--- config.mk ---
export PLATFORM = sky130hd
export DESIGN_NAME = htfc_frame
export DESIGN_NICKNAME = d
export VERILOG_FILES = /design/src/sv/htfc_pkg.sv /design/src/sv/htfc_frame.sv
export SDC_FILE = /design/constraint.sdc
export NUM_CORES = 1
export LEC_CHECK = 0
export BUFFER_PORTS_ARGS = -buffer_cell sky130_fd_sc_hd__buf_2
export CORE_ASPECT_RATIO = 0.9
export CORE_UTILIZATION = 55
export DETAILED_ROUTE_END_ITERATION = 6
export PLACE_DENSITY = 0.77
export SYNTH_ARGS = -nofsm -noshare
export SYNTH_HDL_FRONTEND = slang
export SYNTH_SLANG_ARGS = --single-unit
--- constraint.sdc ---
create_clock -name clk_i -period 3.2 [get_ports clk_i]
set_input_delay 0.32 -clock clk_i [delete_from_list [all_inputs] [get_ports clk_i]]
set_output_delay 0.32 -clock clk_i [all_outputs]
set_load 0.05 [all_outputs]
--- src/sv/htfc_pkg.sv ---
`timescale 1ns / 1ps
// ----------------------------------------------------------------------------
// htfc_pkg
// Shared types, constants and the crc-8 byte update of the frame checker.
// ----------------------------------------------------------------------------
package htfc_pkg;

  localparam logic [7:0] CRC_POLY = 8'h31;
  localparam logic [7:0] CRC_INIT = 8'hFF;

  // byte positions within a frame
  localparam logic [2:0] POS_TEMP_HI  = 3'd0;
  localparam logic [2:0] POS_TEMP_LO  = 3'd1;
  localparam logic [2:0] POS_TEMP_CRC = 3'd2;
  localparam logic [2:0] POS_HUMI_HI  = 3'd3;
  localparam logic [2:0] POS_HUMI_LO  = 3'd4;
  localparam logic [2:0] POS_HUMI_CRC = 3'd5;

  // conversion constants, centi units
  localparam logic [14:0] TEMP_SCALE  = 15'd17500;
  localparam logic [16:0] TEMP_OFFSET = 17'd4500;
  localparam logic [14:0] HUMI_SCALE  = 15'd12500;
  localparam logic [16:0] HUMI_OFFSET = 17'd600;

  typedef struct packed {
    logic [15:0] temp_ticks;
    logic [15:0] humi_ticks;
    logic        temp_ok;
    logic        humi_ok;
  } htfc_result_t;

  // one byte through the crc, msb first
  function automatic logic [7:0] crc8_feed(input logic [7:0] crc, input logic [7:0] b);
    logic [7:0] c;
    c = crc ^ b;
    for (int k = 0; k < 8; k++) begin
      if (c[7]) begin
        c = {c[6:0], 1'b0} ^ CRC_POLY;
      end else begin
        c = {c[6:0], 1'b0};
      end
    end
    return c;
  endfunction

endpackage

--- src/sv/htfc_frame.sv ---
`timescale 1ns / 1ps
// ----------------------------------------------------------------------------
// htfc_frame
// Frame position tracking, crc check and storage of the last good words.
// ----------------------------------------------------------------------------
module htfc_frame (
  input  logic                  clk_i,
  input  logic                  rst_ni,
  input  logic                  step_i,
  input  logic [7:0]            rx_byte_i,
  input  logic                  frame_start_i,
  output logic                  done_o,
  output htfc_pkg::htfc_result_t result_o
);
  import htfc_pkg::*;

  logic [2:0]  pos_q, pos_d, pos_eff;
  logic [7:0]  hi_q, hi_d, lo_q, lo_d;
  logic [7:0]  crc_q, crc_d;
  logic [15:0] temp_q, temp_d, humi_q, humi_d;
  logic        flag_q, flag_d;
  logic        crc_ok;
  logic [15:0] word;

  always_comb begin
    pos_eff = (frame_start_i || (pos_q > POS_HUMI_CRC)) ? POS_TEMP_HI : pos_q;
    hi_d    = hi_q;
    lo_d    = lo_q;
    crc_d   = crc_q;
    temp_d  = temp_q;
    humi_d  = humi_q;
    flag_d  = flag_q;
    done_o  = 1'b0;
    crc_ok  = (crc_q == rx_byte_i);
    word    = {hi_q, lo_q};
    case (pos_eff)
      POS_TEMP_HI, POS_HUMI_HI: begin
        crc_d = crc8_feed(CRC_INIT, rx_byte_i);
        hi_d  = rx_byte_i;
      end
      POS_TEMP_LO, POS_HUMI_LO: begin
        crc_d = crc8_feed(crc_q, rx_byte_i);
        lo_d  = rx_byte_i;
      end
      POS_TEMP_CRC: begin
        if (crc_ok) begin
          temp_d = word;
        end
        flag_d = crc_ok;
        crc_d  = CRC_INIT;
      end
      POS_HUMI_CRC: begin
        if (crc_ok) begin
          humi_d = word;
        end
        crc_d  = CRC_INIT;
        done_o = 1'b1;
      end
      default: ;
    endcase
    pos_d = (pos_eff == POS_HUMI_CRC) ? POS_TEMP_HI : pos_eff + 3'd1;

    result_o.temp_ticks = temp_d;
    result_o.humi_ticks = humi_d;
    result_o.temp_ok    = flag_q;
    result_o.humi_ok    = crc_ok;
  end

  always_ff @(posedge clk_i or negedge rst_ni) begin
    if (!rst_ni) begin
      pos_q  <= POS_TEMP_HI;
      hi_q   <= '0;
      lo_q   <= '0;
      crc_q  <= CRC_INIT;
      temp_q <= '0;
      humi_q <= '0;
      flag_q <= 1'b0;
    end else if (step_i) begin
      pos_q  <= pos_d;
      hi_q   <= hi_d;
      lo_q   <= lo_d;
      crc_q  <= crc_d;
      temp_q <= temp_d;
      humi_q <= humi_d;
      flag_q <= flag_d;
    end
  end

endmodule

==> results.md <==
- Outcome: completed
- Post-synth top area cell: dfrtp_1
- Worst slew margin: 0.592
- Max-Cap Viols: 0
- Simple-Gate Fraction of Synth Area: 0.0646
- Fin crit share: 0.833
- Drt total wl: 6.71 mm
- Post-Synthesis Cell Area: 3430 µm²
- Area share of the largest cell type after synthesis: 0.379
- Main area contributors after synthesis: dfrtp_1 (38%), mux2_2 (19%), mux2_4 (8.3%)
- Via density: 5.60
- DRT iter0 DRCs: between 60 and 70
- Top-level I/O count: 47
- Endpoint class of the critical path: output pin
- Crit path launch type: flop
- IO buf count: 46
- Root buffer cell: clkbuf_8
- Distinct cells, synth: 41
- Sequential share of power: 0.391
- Fmax achieved: 0.375 GHz
- Multiplexer share of the synthesized area: 0.290
- VDD IR-drop max: 0.442 mV
- Core area: 5860 µm²
- Antenna violations before repair: 0
- DR pass1 iterations: 4
- Dpl ws: 889 ps
- Register area share after synthesis: 0.441
- Critical path class: reg2out
- Synth Register Bits: 60
- Final setup TNS: 0 ps
- Switching share of power: 0.314
- Full die area: approximately 6600 µm²
- Slew Limit Fails: 0
- CP Data Arrival Time: between 2000 and 2500 ps
- Vias in the first global route: 2178
- HP Class: in2reg
- Pwr dens: 750 nW/µm²
- Layout Cells excl Fill: 376
- Net Switching: about 0.9 mW
- Post-synthesis xor/xnor area fraction: 0.124
- Fin crit period: 2670 ps
- Combinational share of power: 0.318
- Worst slew pin tran: ~600 ps
- Clk pwr share: 0.291
- Sink Count: 60
- Gr usage total: 0.226
- Dpl cells: 359
- Die W: 85.2 µm
- Synth Instances: between 200 and 300
- Later-pin clock latency in the skew report: 330 ps
- Synth Warn #: 0
- Final setup viols: 0
- Worst-path fanout max: 16
- Commonest non-fill, non-tap cell in the layout: mux2_2
- Antenna cells: 0
- Post-DRT Antenna Nets: 0
- Fillcell total: 447
- Leak: 2.02 nW
- P_int: 2.02 mW
- Syn_nets: 266
- Total CTS buffers: 9
- Global-route wire length before repair: approximately 11 mm
- Most frequent cells in the layout: mux2_2 (57), dfrtp_1 (52), buf_2 (46)
- Nets: about 310
- Clock Skews: 4.58 ps
- Final worst slack: between 500 and 600 ps
- Largest net degree at the start of global routing: 42
- Avg Synthesized Cell Area: about 14 µm²
- DRC Markers: 0
- Post-synthesis adder-cell area fraction: 0.00365
- GPL Wtd Cong: approximately 0.76
- Area delta synth->final: 14.2%
- Fin. Hold Viols: 0
- RSZ-0062 raised after global routing: false
- Clock-pin transition on the worst setup and hold timing paths: approximately 60 ps
- Data required time of the worst path: between 2000 and 3000 ps
- DP HPWL: 4.70 mm
- CTS Buffer Depth: 2
- GR Overflow Total: 0
- Share of cells above drive strength 1: 0.520
- Avg WL per Cell: 17.8 µm
- CTS tree: yes
- CTS H-tree depth: 3
- Vias: 2107
- Die Ht: between 70 and 80 µm
- Synth Area in Compound Gates: 0.0430
- Largest family of logic cells by synthesized area: multiplexers
- Site row count: 26
- Starting Density: 0.586
## per-layer routing
layer | GRT usage | part of all wire
met1 | 0.311 | 0.49
met2 | 0.360 | 0.47
met3 | 0.0571 | 0.037
met4 | 0.0559 | 0.0043
met5 | 0 | 0
## stage by stage
stage	util	power (mW)	cell area [µm²]	hold slack [ps]
final	0.669	2.94	3920	314
after global routing	0.669	3.11	3920	332
after CTS	0.669	2.96	3920	291
after detailed placement	0.624	2.09	3650	289
after global placement	0.624	2.06	3650	285
after floorplan	-	1.91	3430	24.4
## path summary, 6_finish.rpt
kind                            slack [ps]                endpoint             startpoint  depth (start not counted)
worst min-delay path                   310    pos_q[1]$_DFFE_PN0P_          frame_start_i                          2
worst max-delay path                   530            result_o[26]   crc_q[3]$_DFFE_PN1P_                          6
min in group asynchronous              460  humi_q[12]$_DFFE_PN0P_                 rst_ni                          2
worst max register to register         920     hi_q[6]$_DFFE_PN0P_   pos_q[2]$_DFFE_PN0P_                          7
max in group asynchronous             1850    crc_q[2]$_DFFE_PN1P_                 rst_ni                          3
worst min register to register         510   temp_q[8]$_DFFE_PN0P_  temp_q[8]$_DFFE_PN0P_                          1
## cell families (layout without fill, tap and decap cells)
family          count (synthesis)  count (layout)
mux                            82              82
fa+ha+maj                       1               1
buf+inv                        14              67
xor+xnor                       42              42
simple gates                   33              33
flops                          60              60
compound gates                 21              21
## power by group through the flow
stage | Clock (mW) | Sequential (mW) | Combinational (mW)
2_1_floorplan | 0 | 1.07 | 0.837
3_3_place_gp | 0 | 1.15 | 0.911
3_5_place_dp | 0 | 1.16 | 0.929
4_1_cts | 0.869 | 1.15 | 0.940
5_1_grt | 0.897 | 1.18 | 1.03
6_report | 0.855 | 1.15 | 0.934
## what timing repair did
action                                  in CTS  in global routing
buffers inserted                             0                  0
hold buffers                                 1                  0
endpoints found under the setup margin       0                  0
hold endpoints to repair                    14                  0
gates resized for setup                      0                  0
## state kept, by name (all words and copies together) (netlist names)
register and flops:
lo_q 8, hi_q 8, crc_q 8, flag_q 1
temp_q 16, humi_q 16, pos_q 3
## synthesized netlist by cell type
cell       n
dfrtp_1   52
buf_12     1
xnor2_1   26
and3_1     1
buf_4      3
o22ai_1    3
nor2_1    10
nor3_4     1
ha_1       1
xor2_1    11
o32ai_1    1
a21oi_1    1
buf_2      4
o21a_1     2
or3b_1     1
a211o_1    2
a31oi_1    1
nand2b_1   1
mux2_2    57
dfstp_2    8
o21ai_1    1
nand3_4    1
nor2_8     1
o21ai_0    4
mux2_4    19
o21ai_2    1
inv_1      2
nor3_2     1
nor3_1     4
nand3_1    1
mux2_1     6
xnor3_2    1
xnor2_2    2
xor3_1     1
o22a_1     4
a21o_1     1
nand4_2    2
nand2_1    7
buf_6      4
nand2_4    2
xnor3_1    1
## cell type report
cell class | count | area (µm²) | share of cell area
multi-input cells | 179 | 1800 | 0.461
flip-flops and latches | 60 | 1510 | 0.386
clock inverters | 4 | 95.1 | 0.0243
clock buffers | 12 | 155 | 0.0396
inverters | 2 | 7.51 | 0.00192
well taps | 70 | 87.6 | 0.0224
repair buffers | 49 | 255 | 0.0652
## critical path, cell delays in order, from the launching register on
cell and delay [ps]:
dfstp_2 610, xnor2_1 160, nand4_2 260, nor2_8 220
nand2_4 190, mux2_1 360, buf_2 210
Power figures use the tool's default switching activity.
